`config.mk`:
```
export PLATFORM = sky130hd
export DESIGN_NAME = reusable_block_pool_policy_top
export DESIGN_NICKNAME = d
export VERILOG_FILES = /design/src/sv/rbp_pkg.sv /design/src/sv/rbp_ctrl.sv /design/src/sv/rbp_dp.sv /design/src/sv/reusable_block_pool_policy_top.sv
export SDC_FILE = /design/constraint.sdc
export NUM_CORES = 2
export LEC_CHECK = 0
export ABC_AREA = 0
export BUFFER_PORTS_ARGS = -buffer_cell sky130_fd_sc_hd__buf_2
export CAP_MARGIN = 20
export CORE_ASPECT_RATIO = 0.8
export CORE_MARGIN = 2
export CORE_UTILIZATION = 35
export CTS_BUF_LIST = sky130_fd_sc_hd__clkbuf_2 sky130_fd_sc_hd__clkbuf_4 sky130_fd_sc_hd__clkbuf_8
export CTS_CLUSTER_SIZE = 40
export DETAILED_ROUTE_END_ITERATION = 8
export GPL_TIMING_DRIVEN = 1
export MAX_ROUTING_LAYER = met4
export PLACE_DENSITY = 0.55
export SETUP_SLACK_MARGIN = 0.2
export SYNTH_ARGS = -nofsm -noshare
export SYNTH_HDL_FRONTEND = slang
export SYNTH_HIERARCHICAL = 1
export SYNTH_SLANG_ARGS = --single-unit
```
`constraint.sdc`:
```
create_clock -name clock -period 9.7 [get_ports clock]
set_input_delay 0.485 -clock clock [delete_from_list [all_inputs] [get_ports clock]]
set_output_delay 0.485 -clock clock [all_outputs]
set_load 0.02 [all_outputs]
```
`src/sv/rbp_pkg.sv`:
```
// Package for the reusable block pool policy: payload structs, codes,
// controller states and the command/status structs between its modules.
// Depends on nothing.
package rbp_pkg;

   localparam logic [1:0] OP_ALLOC   = 2'd0;
   localparam logic [1:0] OP_RECLAIM = 2'd1;
   localparam logic [1:0] OP_TICK    = 2'd2;
   localparam logic [1:0] OP_SUSPEND = 2'd3;

   localparam logic [1:0] KIND_REPLY  = 2'd0;
   localparam logic [1:0] KIND_ZERO   = 2'd1;
   localparam logic [1:0] KIND_DECOMM = 2'd2;
   localparam logic [1:0] KIND_DONE   = 2'd3;

   localparam logic [2:0] STAT_REUSED   = 3'd0;
   localparam logic [2:0] STAT_NEW      = 3'd1;
   localparam logic [2:0] STAT_OVERCAP  = 3'd2;
   localparam logic [2:0] STAT_OFFERBAD = 3'd3;
   localparam logic [2:0] STAT_FULL     = 3'd4;

   localparam logic [1:0] MODE_AGGR = 2'd0;
   localparam logic [1:0] MODE_CONS = 2'd1;
   localparam logic [1:0] MODE_COLD = 2'd2;

   localparam logic [2:0] ES_ACTIVE      = 3'd0;
   localparam logic [2:0] ES_RETAINED    = 3'd1;
   localparam logic [2:0] ES_PEND_FREE   = 3'd2;
   localparam logic [2:0] ES_PEND_DECOMM = 3'd3;
   localparam logic [2:0] ES_DECOMMITTED = 3'd4;
   localparam logic [2:0] ES_FREED       = 3'd5;

   localparam logic [2:0] CSR_CAP_LIMIT = 3'd0;
   localparam logic [2:0] CSR_RETAINED  = 3'd1;
   localparam logic [2:0] CSR_SOFT_REL  = 3'd2;
   localparam logic [2:0] CSR_AGGR_SUSP = 3'd3;
   localparam logic [2:0] CSR_ZERO_RECL = 3'd4;
   localparam logic [2:0] CSR_COLD_RECL = 3'd5;

   typedef struct packed {
      logic [1:0]  op;
      logic [31:0] req_size;
      logic [4:0]  align_log2;
      logic [15:0] cadence;
      logic        offer_ok;
      logic [47:0] offer_addr;
      logic [31:0] offer_size;
   } req_type;

   typedef struct packed {
      logic [1:0]  kind;
      logic [2:0]  status;
      logic [3:0]  block_index;
      logic [47:0] block_addr;
      logic [31:0] block_size;
      logic [1:0]  release_mode;
      logic        last;
   } rsp_type;

   typedef enum logic [4:0] {
      S_IDLE, S_DISPATCH, S_ALLOC_RD, S_ALLOC_EV, S_ALLOC_NEW,
      S_RECL_RD, S_RECL_EV, S_RECL_COLD, S_TICK_START, S_TICK_DIV,
      S_TICK_CHK, S_SCAN_RD, S_SCAN_EV, S_SUSP_RD, S_SUSP_EV, S_DONE
   } fsm_type;

   typedef enum logic [2:0] {
      PTR_HOLD, PTR_FIRST, PTR_LAST, PTR_INC, PTR_DEC
   } ptr_op_type;

   typedef enum logic [2:0] {
      EM_NONE, EM_REUSE, EM_ALLOC, EM_ZERO, EM_COLD, EM_SETTLE, EM_AGGR, EM_DONE
   } emit_type;

   typedef enum logic [1:0] {
      WR_ACTIVE, WR_MARK, WR_SETTLE, WR_DECOMMIT
   } wr_sel_type;

   typedef struct packed {
      logic       load;
      ptr_op_type ptr_op;
      emit_type   emit;
      logic       st_we;
      wr_sel_type st_sel;
      logic       alloc_new;
      logic       att_clr;
      logic       att_inc;
      logic       div_start;
      logic       div_step;
      logic       pend_clr;
   } cmd_type;

   typedef struct packed {
      logic [1:0] op;
      logic       count_zero;
      logic       ptr_first;
      logic       ptr_last;
      logic       pend;
      logic       hit;
      logic [2:0] st;
      logic       rem_zero;
      logic       div_last;
      logic       out_free;
      logic       aggr;
      logic       zero_en;
      logic       cold_en;
   } sts_type;

endpackage

```
`src/sv/rbp_ctrl.sv`:
```
// Controller of the block pool policy: sequences each operation over the
// table one entry at a time. Depends on rbp_pkg.
module rbp_ctrl (
   input  logic             clock,
   input  logic             reset,
   input  logic             req_valid,
   output logic             req_ready,
   input  rbp_pkg::sts_type sts,
   output rbp_pkg::cmd_type cmd
);

   rbp_pkg::fsm_type state_ff, state_in;
   logic pending;

   assign pending = (sts.st == rbp_pkg::ES_PEND_DECOMM) || (sts.st == rbp_pkg::ES_PEND_FREE);
   assign req_ready = (state_ff == rbp_pkg::S_IDLE);

   always_ff @(posedge clock) begin
      if (reset) begin
         state_ff <= rbp_pkg::S_IDLE;
      end else begin
         state_ff <= state_in;
      end
   end

   always_comb begin
      state_in = state_ff;
      case (state_ff)
         rbp_pkg::S_IDLE: begin
            if (req_valid) state_in = rbp_pkg::S_DISPATCH;
         end
         rbp_pkg::S_DISPATCH: begin
            case (sts.op)
               rbp_pkg::OP_ALLOC: begin
                  state_in = sts.count_zero ? rbp_pkg::S_ALLOC_NEW : rbp_pkg::S_ALLOC_RD;
               end
               rbp_pkg::OP_RECLAIM: begin
                  state_in = sts.count_zero ? rbp_pkg::S_DONE : rbp_pkg::S_RECL_RD;
               end
               rbp_pkg::OP_TICK: begin
                  state_in = sts.pend ? rbp_pkg::S_TICK_START : rbp_pkg::S_DONE;
               end
               default: begin
                  if (sts.count_zero) state_in = rbp_pkg::S_DONE;
                  else if (sts.aggr) state_in = rbp_pkg::S_SUSP_RD;
                  else if (sts.pend) state_in = rbp_pkg::S_SCAN_RD;
                  else state_in = rbp_pkg::S_DONE;
               end
            endcase
         end
         rbp_pkg::S_ALLOC_RD: state_in = rbp_pkg::S_ALLOC_EV;
         rbp_pkg::S_ALLOC_EV: begin
            if (sts.hit) begin
               if (sts.out_free) state_in = rbp_pkg::S_IDLE;
            end else if (sts.ptr_last) begin
               state_in = rbp_pkg::S_ALLOC_NEW;
            end else begin
               state_in = rbp_pkg::S_ALLOC_RD;
            end
         end
         rbp_pkg::S_ALLOC_NEW: begin
            if (sts.out_free) state_in = rbp_pkg::S_IDLE;
         end
         rbp_pkg::S_RECL_RD: state_in = rbp_pkg::S_RECL_EV;
         rbp_pkg::S_RECL_EV: begin
            if (sts.st == rbp_pkg::ES_DECOMMITTED || sts.st == rbp_pkg::ES_FREED) begin
               state_in = sts.ptr_last ? rbp_pkg::S_DONE : rbp_pkg::S_RECL_RD;
            end else if (sts.st == rbp_pkg::ES_ACTIVE && sts.zero_en) begin
               if (sts.out_free) state_in = rbp_pkg::S_RECL_COLD;
            end else begin
               state_in = rbp_pkg::S_RECL_COLD;
            end
         end
         rbp_pkg::S_RECL_COLD: begin
            if (!(sts.st == rbp_pkg::ES_ACTIVE && sts.cold_en && !sts.out_free)) begin
               state_in = sts.ptr_last ? rbp_pkg::S_DONE : rbp_pkg::S_RECL_RD;
            end
         end
         rbp_pkg::S_TICK_START: state_in = rbp_pkg::S_TICK_DIV;
         rbp_pkg::S_TICK_DIV: begin
            if (sts.div_last) state_in = rbp_pkg::S_TICK_CHK;
         end
         rbp_pkg::S_TICK_CHK: begin
            if (!sts.rem_zero || sts.count_zero) state_in = rbp_pkg::S_DONE;
            else state_in = rbp_pkg::S_SCAN_RD;
         end
         rbp_pkg::S_SCAN_RD: state_in = rbp_pkg::S_SCAN_EV;
         rbp_pkg::S_SCAN_EV: begin
            if (pending) begin
               if (sts.out_free) begin
                  if (sts.op == rbp_pkg::OP_TICK || sts.ptr_first) state_in = rbp_pkg::S_DONE;
                  else state_in = rbp_pkg::S_SCAN_RD;
               end
            end else begin
               state_in = sts.ptr_first ? rbp_pkg::S_DONE : rbp_pkg::S_SCAN_RD;
            end
         end
         rbp_pkg::S_SUSP_RD: state_in = rbp_pkg::S_SUSP_EV;
         rbp_pkg::S_SUSP_EV: begin
            if (!(sts.st != rbp_pkg::ES_ACTIVE && sts.st != rbp_pkg::ES_DECOMMITTED
                  && !sts.out_free)) begin
               state_in = sts.ptr_last ? rbp_pkg::S_DONE : rbp_pkg::S_SUSP_RD;
            end
         end
         rbp_pkg::S_DONE: begin
            if (sts.out_free) state_in = rbp_pkg::S_IDLE;
         end
         default: state_in = rbp_pkg::S_IDLE;
      endcase
   end

   always_comb begin
      cmd = '0;
      cmd.ptr_op = rbp_pkg::PTR_HOLD;
      cmd.emit = rbp_pkg::EM_NONE;
      cmd.st_sel = rbp_pkg::WR_ACTIVE;
      case (state_ff)
         rbp_pkg::S_IDLE: cmd.load = req_valid;
         rbp_pkg::S_DISPATCH: begin
            case (sts.op)
               rbp_pkg::OP_ALLOC: cmd.ptr_op = rbp_pkg::PTR_FIRST;
               rbp_pkg::OP_RECLAIM: begin
                  cmd.att_clr = 1'b1;
                  cmd.ptr_op = rbp_pkg::PTR_FIRST;
               end
               rbp_pkg::OP_TICK: cmd.att_inc = sts.pend;
               default: begin
                  cmd.ptr_op = sts.aggr ? rbp_pkg::PTR_FIRST : rbp_pkg::PTR_LAST;
                  cmd.pend_clr = sts.count_zero && (sts.aggr || sts.pend);
               end
            endcase
         end
         rbp_pkg::S_ALLOC_EV: begin
            if (sts.hit) begin
               if (sts.out_free) begin
                  cmd.emit = rbp_pkg::EM_REUSE;
                  cmd.st_we = 1'b1;
                  cmd.st_sel = rbp_pkg::WR_ACTIVE;
               end
            end else if (!sts.ptr_last) begin
               cmd.ptr_op = rbp_pkg::PTR_INC;
            end
         end
         rbp_pkg::S_ALLOC_NEW: begin
            if (sts.out_free) begin
               cmd.emit = rbp_pkg::EM_ALLOC;
               cmd.alloc_new = 1'b1;
            end
         end
         rbp_pkg::S_RECL_EV: begin
            if (sts.st == rbp_pkg::ES_DECOMMITTED || sts.st == rbp_pkg::ES_FREED) begin
               if (!sts.ptr_last) cmd.ptr_op = rbp_pkg::PTR_INC;
            end else if (sts.st == rbp_pkg::ES_ACTIVE && sts.zero_en && sts.out_free) begin
               cmd.emit = rbp_pkg::EM_ZERO;
            end
         end
         rbp_pkg::S_RECL_COLD: begin
            if (!(sts.st == rbp_pkg::ES_ACTIVE && sts.cold_en && !sts.out_free)) begin
               if (sts.st == rbp_pkg::ES_ACTIVE && sts.cold_en) cmd.emit = rbp_pkg::EM_COLD;
               cmd.st_we = 1'b1;
               cmd.st_sel = rbp_pkg::WR_MARK;
               if (!sts.ptr_last) cmd.ptr_op = rbp_pkg::PTR_INC;
            end
         end
         rbp_pkg::S_TICK_START: cmd.div_start = 1'b1;
         rbp_pkg::S_TICK_DIV: cmd.div_step = 1'b1;
         rbp_pkg::S_TICK_CHK: begin
            if (sts.rem_zero) begin
               cmd.pend_clr = sts.count_zero;
               cmd.ptr_op = rbp_pkg::PTR_LAST;
            end
         end
         rbp_pkg::S_SCAN_EV: begin
            if (pending) begin
               if (sts.out_free) begin
                  cmd.emit = rbp_pkg::EM_SETTLE;
                  cmd.st_we = 1'b1;
                  cmd.st_sel = rbp_pkg::WR_SETTLE;
                  if (sts.op != rbp_pkg::OP_TICK) begin
                     if (sts.ptr_first) cmd.pend_clr = 1'b1;
                     else cmd.ptr_op = rbp_pkg::PTR_DEC;
                  end
               end
            end else if (sts.ptr_first) begin
               cmd.pend_clr = 1'b1;
            end else begin
               cmd.ptr_op = rbp_pkg::PTR_DEC;
            end
         end
         rbp_pkg::S_SUSP_EV: begin
            if (sts.st != rbp_pkg::ES_ACTIVE && sts.st != rbp_pkg::ES_DECOMMITTED) begin
               if (sts.out_free) begin
                  cmd.emit = rbp_pkg::EM_AGGR;
                  cmd.st_we = 1'b1;
                  cmd.st_sel = rbp_pkg::WR_DECOMMIT;
                  if (sts.ptr_last) cmd.pend_clr = 1'b1;
                  else cmd.ptr_op = rbp_pkg::PTR_INC;
               end
            end else if (sts.ptr_last) begin
               cmd.pend_clr = 1'b1;
            end else begin
               cmd.ptr_op = rbp_pkg::PTR_INC;
            end
         end
         rbp_pkg::S_DONE: begin
            if (sts.out_free) cmd.emit = rbp_pkg::EM_DONE;
         end
         default: cmd.load = 1'b0;
      endcase
   end

endmodule

```
`src/sv/rbp_dp.sv`:
```
// Datapath of the block pool policy: configuration registers, block table
// memories, counters, remainder unit and the result register. Depends on rbp_pkg.
module rbp_dp #(
   parameter int MAX_BLOCKS = 16
) (
   input  logic             clock,
   input  logic             reset,
   input  rbp_pkg::req_type req_data,
   input  logic             csr_valid,
   input  logic [2:0]       csr_index,
   input  logic [39:0]      csr_data,
   output logic             rsp_valid,
   input  logic             rsp_ready,
   output rbp_pkg::rsp_type rsp_data,
   input  rbp_pkg::cmd_type cmd,
   output rbp_pkg::sts_type sts
);

   localparam int IW = (MAX_BLOCKS > 1) ? $clog2(MAX_BLOCKS) : 1;
   localparam int CW = $clog2(MAX_BLOCKS + 1);

   logic [39:0] cap_limit_ff;
   logic [4:0]  retained_ff, soft_ff;
   logic        aggr_ff, zero_ff, cold_ff;

   rbp_pkg::req_type item_ff;
   logic [CW-1:0] count_ff;
   logic [IW-1:0] ptr_ff, ptr_in;
   logic [39:0]   cap_used_ff;
   logic          pend_ff;
   logic [31:0]   att_ff;
   logic [16:0]   rem_ff;
   logic [4:0]    div_cnt_ff;
   rbp_pkg::rsp_type rsp_ff;
   logic          rsp_valid_ff;

   logic [47:0] addr_mem [MAX_BLOCKS];
   logic [31:0] size_mem [MAX_BLOCKS];
   logic [2:0]  st_mem   [MAX_BLOCKS];
   logic [47:0] rd_addr_ff;
   logic [31:0] rd_size_ff;
   logic [2:0]  rd_st_ff;

   logic [IW-1:0] wr_addr;
   logic [2:0]    wr_st, mark_st;
   logic [6:0]    ret_sum;
   logic [47:0]   align_mask;
   logic [40:0]   cap_check, cap_sum;
   logic          over_cap, full, grant;
   logic [2:0]    fail_code;
   logic [15:0]   cad_eff;
   logic [16:0]   rem_try;
   logic [31:0]   ptr_wide, count_wide;
   logic          out_free;
   rbp_pkg::rsp_type rsp_new;

   assign out_free   = !rsp_valid_ff || rsp_ready;
   assign ptr_wide   = 32'(ptr_ff);
   assign count_wide = 32'(count_ff);
   assign ret_sum    = 7'(retained_ff) + 7'(soft_ff);
   assign align_mask = (48'd1 << item_ff.align_log2) - 48'd1;
   assign cap_check  = {1'b0, cap_used_ff} + 41'(item_ff.req_size);
   assign cap_sum    = {1'b0, cap_used_ff} + 41'(item_ff.offer_size);
   assign over_cap   = (cap_limit_ff != 40'd0) && (cap_check > {1'b0, cap_limit_ff});
   assign full       = (count_ff == CW'(MAX_BLOCKS));
   assign grant      = !over_cap && !full && item_ff.offer_ok;
   assign cad_eff    = (item_ff.cadence == 16'd0) ? 16'd1 : item_ff.cadence;
   assign rem_try    = {rem_ff[15:0], att_ff[div_cnt_ff]};
   assign wr_addr    = cmd.alloc_new ? count_ff[IW-1:0] : ptr_ff;

   always_comb begin
      if (over_cap) fail_code = rbp_pkg::STAT_OVERCAP;
      else if (full) fail_code = rbp_pkg::STAT_FULL;
      else fail_code = rbp_pkg::STAT_OFFERBAD;
   end

   always_comb begin
      if (7'(ptr_ff) < 7'(retained_ff)) mark_st = rbp_pkg::ES_RETAINED;
      else if (7'(ptr_ff) < ret_sum) mark_st = rbp_pkg::ES_PEND_FREE;
      else mark_st = rbp_pkg::ES_PEND_DECOMM;
   end

   always_comb begin
      case (cmd.st_sel)
         rbp_pkg::WR_ACTIVE:   wr_st = rbp_pkg::ES_ACTIVE;
         rbp_pkg::WR_MARK:     wr_st = mark_st;
         rbp_pkg::WR_SETTLE:   wr_st = (rd_st_ff == rbp_pkg::ES_PEND_DECOMM) ?
                                       rbp_pkg::ES_DECOMMITTED : rbp_pkg::ES_FREED;
         rbp_pkg::WR_DECOMMIT: wr_st = rbp_pkg::ES_DECOMMITTED;
         default:              wr_st = rbp_pkg::ES_ACTIVE;
      endcase
   end

   always_comb begin
      case (cmd.ptr_op)
         rbp_pkg::PTR_FIRST: ptr_in = '0;
         rbp_pkg::PTR_LAST:  ptr_in = IW'(count_wide - 32'd1);
         rbp_pkg::PTR_INC:   ptr_in = ptr_ff + IW'(1);
         rbp_pkg::PTR_DEC:   ptr_in = ptr_ff - IW'(1);
         default:            ptr_in = ptr_ff;
      endcase
   end

   always_comb begin
      rsp_new = '0;
      rsp_new.block_index = ptr_wide[3:0];
      rsp_new.block_addr  = rd_addr_ff;
      rsp_new.block_size  = rd_size_ff;
      case (cmd.emit)
         rbp_pkg::EM_REUSE: begin
            rsp_new.kind   = rbp_pkg::KIND_REPLY;
            rsp_new.status = rbp_pkg::STAT_REUSED;
            rsp_new.last   = 1'b1;
         end
         rbp_pkg::EM_ALLOC: begin
            rsp_new.kind = rbp_pkg::KIND_REPLY;
            rsp_new.last = 1'b1;
            if (grant) begin
               rsp_new.status      = rbp_pkg::STAT_NEW;
               rsp_new.block_index = count_wide[3:0];
               rsp_new.block_addr  = item_ff.offer_addr;
               rsp_new.block_size  = item_ff.offer_size;
            end else begin
               rsp_new.status      = fail_code;
               rsp_new.block_index = 4'd0;
               rsp_new.block_addr  = 48'd0;
               rsp_new.block_size  = 32'd0;
            end
         end
         rbp_pkg::EM_ZERO: rsp_new.kind = rbp_pkg::KIND_ZERO;
         rbp_pkg::EM_COLD: begin
            rsp_new.kind         = rbp_pkg::KIND_DECOMM;
            rsp_new.release_mode = rbp_pkg::MODE_COLD;
         end
         rbp_pkg::EM_SETTLE: begin
            rsp_new.kind         = rbp_pkg::KIND_DECOMM;
            rsp_new.release_mode = (rd_st_ff == rbp_pkg::ES_PEND_DECOMM) ?
                                   rbp_pkg::MODE_AGGR : rbp_pkg::MODE_CONS;
         end
         rbp_pkg::EM_AGGR: begin
            rsp_new.kind         = rbp_pkg::KIND_DECOMM;
            rsp_new.release_mode = rbp_pkg::MODE_AGGR;
         end
         rbp_pkg::EM_DONE: begin
            rsp_new = '0;
            rsp_new.kind = rbp_pkg::KIND_DONE;
            rsp_new.last = 1'b1;
         end
         default: rsp_new = '0;
      endcase
   end

   // Control state.
   always_ff @(posedge clock) begin
      if (reset) begin
         cap_limit_ff <= '0;
         retained_ff  <= '0;
         soft_ff      <= '0;
         aggr_ff      <= 1'b0;
         zero_ff      <= 1'b0;
         cold_ff      <= 1'b0;
         count_ff     <= '0;
         cap_used_ff  <= '0;
         pend_ff      <= 1'b0;
         att_ff       <= '0;
         rsp_valid_ff <= 1'b0;
      end else begin
         if (csr_valid) begin
            case (csr_index)
               rbp_pkg::CSR_CAP_LIMIT: cap_limit_ff <= csr_data;
               rbp_pkg::CSR_RETAINED:  retained_ff  <= csr_data[4:0];
               rbp_pkg::CSR_SOFT_REL:  soft_ff      <= csr_data[4:0];
               rbp_pkg::CSR_AGGR_SUSP: aggr_ff      <= csr_data[0];
               rbp_pkg::CSR_ZERO_RECL: zero_ff      <= csr_data[0];
               rbp_pkg::CSR_COLD_RECL: cold_ff      <= csr_data[0];
               default: ;
            endcase
         end
         if (cmd.alloc_new && grant) begin
            count_ff    <= count_ff + CW'(1);
            cap_used_ff <= cap_sum[40] ? '1 : cap_sum[39:0];
         end
         if (cmd.pend_clr) pend_ff <= 1'b0;
         else if (cmd.st_we && cmd.st_sel == rbp_pkg::WR_MARK &&
                  mark_st != rbp_pkg::ES_RETAINED) pend_ff <= 1'b1;
         if (cmd.att_clr) att_ff <= '0;
         else if (cmd.att_inc) att_ff <= att_ff + 32'd1;
         if (cmd.emit != rbp_pkg::EM_NONE) rsp_valid_ff <= 1'b1;
         else if (rsp_ready) rsp_valid_ff <= 1'b0;
      end
   end

   // Payload and working registers.
   always_ff @(posedge clock) begin
      if (cmd.load) item_ff <= req_data;
      ptr_ff <= ptr_in;
      if (cmd.emit != rbp_pkg::EM_NONE) rsp_ff <= rsp_new;
      if (cmd.div_start) begin
         rem_ff     <= '0;
         div_cnt_ff <= 5'd31;
      end else if (cmd.div_step) begin
         rem_ff     <= (rem_try >= 17'(cad_eff)) ? rem_try - 17'(cad_eff) : rem_try;
         div_cnt_ff <= div_cnt_ff - 5'd1;
      end
   end

   // Block table.
   always_ff @(posedge clock) begin
      if (cmd.alloc_new && grant) begin
         addr_mem[wr_addr] <= item_ff.offer_addr;
         size_mem[wr_addr] <= item_ff.offer_size;
      end
      if ((cmd.alloc_new && grant) || cmd.st_we) begin
         st_mem[wr_addr] <= cmd.alloc_new ? rbp_pkg::ES_ACTIVE : wr_st;
      end
      rd_addr_ff <= addr_mem[ptr_ff];
      rd_size_ff <= size_mem[ptr_ff];
      rd_st_ff   <= st_mem[ptr_ff];
   end

   assign rsp_valid = rsp_valid_ff;
   assign rsp_data  = rsp_ff;

   always_comb begin
      sts.op         = item_ff.op;
      sts.count_zero = (count_ff == '0);
      sts.ptr_first  = (ptr_ff == '0);
      sts.ptr_last   = ((CW'(ptr_ff) + CW'(1)) == count_ff);
      sts.pend       = pend_ff;
      sts.hit        = (rd_st_ff != rbp_pkg::ES_ACTIVE) && (rd_size_ff >= item_ff.req_size)
                       && ((rd_addr_ff & align_mask) == 48'd0);
      sts.st         = rd_st_ff;
      sts.rem_zero   = (rem_ff == '0);
      sts.div_last   = (div_cnt_ff == 5'd0);
      sts.out_free   = out_free;
      sts.aggr       = aggr_ff;
      sts.zero_en    = zero_ff;
      sts.cold_en    = cold_ff;
   end

endmodule

```
`src/sv/reusable_block_pool_policy_top.sv`:
```
// Top level of the reusable block pool policy: controller plus datapath.
// Depends on rbp_pkg, rbp_ctrl and rbp_dp.
//
//   Channel  Ports                                  Direction  Beat carries
//   req      req_valid, req_ready, req_data         in         one operation
//   rsp      rsp_valid, rsp_ready, rsp_data         out        one result
//   csr      csr_valid, csr_ready, csr_index/data   in         one register write
//
// One operation is taken at a time. An allocate scans the entries from the table start;
// a reclaim walks every entry; an aggressive suspend walks the entries from the
// table start; a tick that reaches the cadence check runs the bit-serial remainder
// unit, then scans entries from the table end, as does a conservative suspend.
// Reset is synchronous and active high; it empties the table and clears the
// counters and configuration. A stalled result beat holds the sequencer in place.
module reusable_block_pool_policy_top #(
   parameter int MAX_BLOCKS = 16
) (
   input  logic             clock,
   input  logic             reset,
   input  logic             req_valid,
   output logic             req_ready,
   input  rbp_pkg::req_type req_data,
   output logic             rsp_valid,
   input  logic             rsp_ready,
   output rbp_pkg::rsp_type rsp_data,
   input  logic             csr_valid,
   output logic             csr_ready,
   input  logic [2:0]       csr_index,
   input  logic [39:0]      csr_data
);

   rbp_pkg::cmd_type cmd;
   rbp_pkg::sts_type sts;

   // Register writes are to arrive only while the block is idle; the block does not enforce it and always takes them.
   assign csr_ready = 1'b1;

   rbp_ctrl u_ctrl (
      .clock     (clock),
      .reset     (reset),
      .req_valid (req_valid),
      .req_ready (req_ready),
      .sts       (sts),
      .cmd       (cmd)
   );

   rbp_dp #(
      .MAX_BLOCKS (MAX_BLOCKS)
   ) u_dp (
      .clock     (clock),
      .reset     (reset),
      .req_data  (req_data),
      .csr_valid (csr_valid),
      .csr_index (csr_index),
      .csr_data  (csr_data),
      .rsp_valid (rsp_valid),
      .rsp_ready (rsp_ready),
      .rsp_data  (rsp_data),
      .cmd       (cmd),
      .sts       (sts)
   );

endmodule
```
==> flow_summary.ini <==
[global_routing]
grt_pass1_vias = 42600
antenna_found_initial = 20
overflow = 0
grt_max_degree = 135
grt_pass1_wl_mm = 294
grtUsageTotal_pct = 18.9

[floorplan]
core-area_um2 = 212000
die_area_um2 = 217000
initial_utilization_pct = 35.2
rows = 151
die_y_um = 417
die_width_um = 520
num_io_pins = 279

[clocking]
cts_max_level = 5
cts_max_path_buffers = 4
clk_latency_ns = 0.99
cts_buffers = 306
cts_tree = done
cts_root_buf = clkbuf_8
clock_sinks = 1802
path_clk_slew_ns = 0.06

[sta]
holdWs_ns = 0.0818
setup_viol = 0
drv_slew = 0
layout_worst_path_cycle_share_pct = 76.9
worst_pin_slew_ns = 1.19
fin_crit_ns = 7.45
hold_viol = 0
rsz0062_at_grt = no
setup_ws_ns = 2.25
fmax_mhz = 134
fin_tns_setup_ns = 0
relSlewSlack_pct = 20.5
clock_skew_ns = 0.107

[logic_synthesis]
syn_nets = 4661
synthFlopType = edfxtp_1
synth.distinct_cells = 102
syn_area_per_cell_um2 = 17.4
yosysMostFrequentCell = edfxtp_1
ys_ff_latch = 1802
syn_inst = 4299
seq_area_frac_synth_pct = 69.3
synth.area.top_cells = edfxtp_1 63%, mux4_2 13%, dfxtp_1 6.5%
synth_common_cells = 1560 x edfxtp_1, 425 x mux4_2, 242 x dfxtp_1
synth_top_area_share_pct = 62.8
netlist_area_um2 = 74600
synth_top_cell_by_area = edfxtp_1
yosysWarnings = 6
ys_async_sr_fraction_pct = 0
synth-edff-count = 1560

[worst_setup_path]
max_stage_delay_ns = 0.83
crit_chain = or2_2 > or4_1 > ha_1 > nand2_1 > nor3_1 > a211oi_1 > nand3_1 > a221oi_1 > nand4_1 > nor3b_1 > nand4_1 > a21oi_1 > and3_1 > o21ai_0 > o21ai_0 > nor2_1 > nor2_4 > buf_4 > buf_4 > a22o_1
critical_path_class = register to register
startpoint_type = register
worstReg2RegEnd = u_dp/rsp_data[42]
r2r_cells = 20
critical_path_required_ns = 10.46
endpoint_kind = register
rrSetupSlack_ns = 2.25
arrival_ns = 8.21
crit_fanout = 51
r2r-start = u_dp/item_ff[99]
cp_slowest_cell = buf_4

[hold_path]
min_from = reset
whs_path_depth = 2
hp-class = input port to register
min_to = u_dp/aggr_ff

[placed_design]
post_dp_cell_area_um2 = 79500
dp_hpwl_mm = 120
placed_cells = 7267
post-place-ws_ns = 2.39
globalplace.congestion = 0.868
io_buffers = 277

[final_layout]
fin_cells = 8007
area_growth_pct = 17.5
layout-drive-gt1-share_pct = 26.8
postLayoutCellArea_um2 = 87600
final_core_util_pct = 41.4
fin_nets = 5292

[power_and_ir_drop]
peakVddDrop_uv = 127
p_leak_nw = 29.8
power_density_nw_per_um2 = 187
fin_total_pwr_mw = 16.4

[route]
route.vias.total = 42500
wl_per_cell_um = 25.3
dr.pass1.iters = 5
drc_errors = 0
ant_nets = 0
wirelength_mm = 203
vias_per_cell = 5.31
drtIter0Drc = 4247

[run_status]
status = finished clean

[job]
maxCapViolCount = 0
repair_timing:
action,in CTS,in global routing
hold buffers,183,0
setup buffers,0,0
endpoints found under the hold margin,192,0
resized for setup,0,0
area by class of cell:
class | instances | area (µm²)
fill | 18900 | 124000
clock buffer | 448 | 5530
inverter | 141 | 534
multi-input combinational | 2138 | 21500
timing repair buffer | 541 | 4080
tap | 2830 | 3540
antenna | 7 | 17.5
sequential | 1802 | 51700
clock inverter | 100 | 711
per-layer routing:
| layer | track usage, % | part of all wire (%) |
|---|---|---|
| met1 | 27.8 | 47 |
| met5 | - | 0 |
| met4 | 4.56 | 1.9 |
| met3 | 3.11 | 6.5 |
| met2 | 27.3 | 44 |
worst max-delay path: cells and delay by family (launching register included):
kind                     cells  cell delay, ns
AND/OR/NAND/NOR             11            2.89
AO/OA/AOI/OAI                6            1.76
buffers and inverters        2            1.35
flip-flops                   1            0.68
adder cells (fa/ha/maj)      1            0.44
where the power goes:
part / internal (mW) / switching [mW]
combinational: 0.357 / 0.393
clock: 3.84 / 3.16
sequential: 8.48 / 0.177
total: 12.7 / 3.73
sequential cells by signal (all words and copies together), names as in the netlist, 2 cells and up:
signal,cells
u_dp/addr_mem,768
u_dp/size_mem,512
u_dp/item_ff,134
u_dp/rsp_data,92
u_dp/rd_addr_ff,48
u_dp/st_mem,48
u_dp/cap_limit_ff,40
u_dp/cap_used_ff,40
u_dp/att_ff,32
u_dp/rd_size_ff,32
u_dp/rem_ff,17
u_ctrl/state_ff,5
u_dp/count_ff,5
u_dp/div_cnt_ff,5
u_dp/retained_ff,5
u_dp/soft_ff,5
u_dp/ptr_ff,4
u_dp/rd_st_ff,3
u_dp/sts,2
logic make-up (layout without fill, tap and decap cells):
family          Yosys count  count (layout)  synth area share, %
mux                     446             446                 13.1
other cells               2               9               0.0101
fa+ha+maj               178             178                 3.04
xor+xnor                117             117                 1.37
simple gates            748             748                 4.82
compound gates          647             647                 6.30
flops                  1802            1802                 69.3
buf+inv                 359            1230                 2.07
how the worst max path moves through the flow:
| stage | startpoint | to | slack (ns) | depth (start not counted) |
|---|---|---|---|---|
| floorplan | u_dp/item_ff[102] | u_dp/addr_mem[5][0] | 1.05 | 26 |
| global placement | u_dp/item_ff[102] | u_dp/size_mem[15][24] | 2.52 | 25 |
| detailed placement | u_dp/item_ff[99] | u_dp/rsp_data[44] | 2.39 | 20 |
| CTS | u_dp/item_ff[99] | u_dp/rsp_data[4] | 2.31 | 20 |
| global route | u_dp/item_ff[99] | u_dp/rsp_data[3] | 1.76 | 20 |
| finish | u_dp/item_ff[99] | u_dp/rsp_data[42] | 2.25 | 20 |
layout by cell type, fill, tap and decap left out, types with 18 or more instances in the layout:
master / count
a211oi_1: 33
a21o_1: 39
a21oi_1: 168
a22o_1: 88
a311oi_2: 26
a31oi_1: 23
and3_1: 25
buf_12: 18
buf_2: 276
buf_4: 62
clkbuf_4: 102
clkbuf_8: 346
clkinv_1: 43
clkinv_2: 32
dfxtp_1: 242
dlygate4sd3_1: 183
edfxtp_1: 1560
ha_1: 173
inv_1: 140
mux2i_1: 19
mux4_2: 425
nand2_1: 196
nand2b_1: 36
nand3_1: 57
nand4_1: 29
nor2_1: 220
nor2b_1: 27
nor3_1: 35
nor4_1: 27
o21a_1: 20
o21ai_0: 102
xnor2_1: 69
xor2_1: 48
No activity file was read; power rests on OpenSTA's default activity.
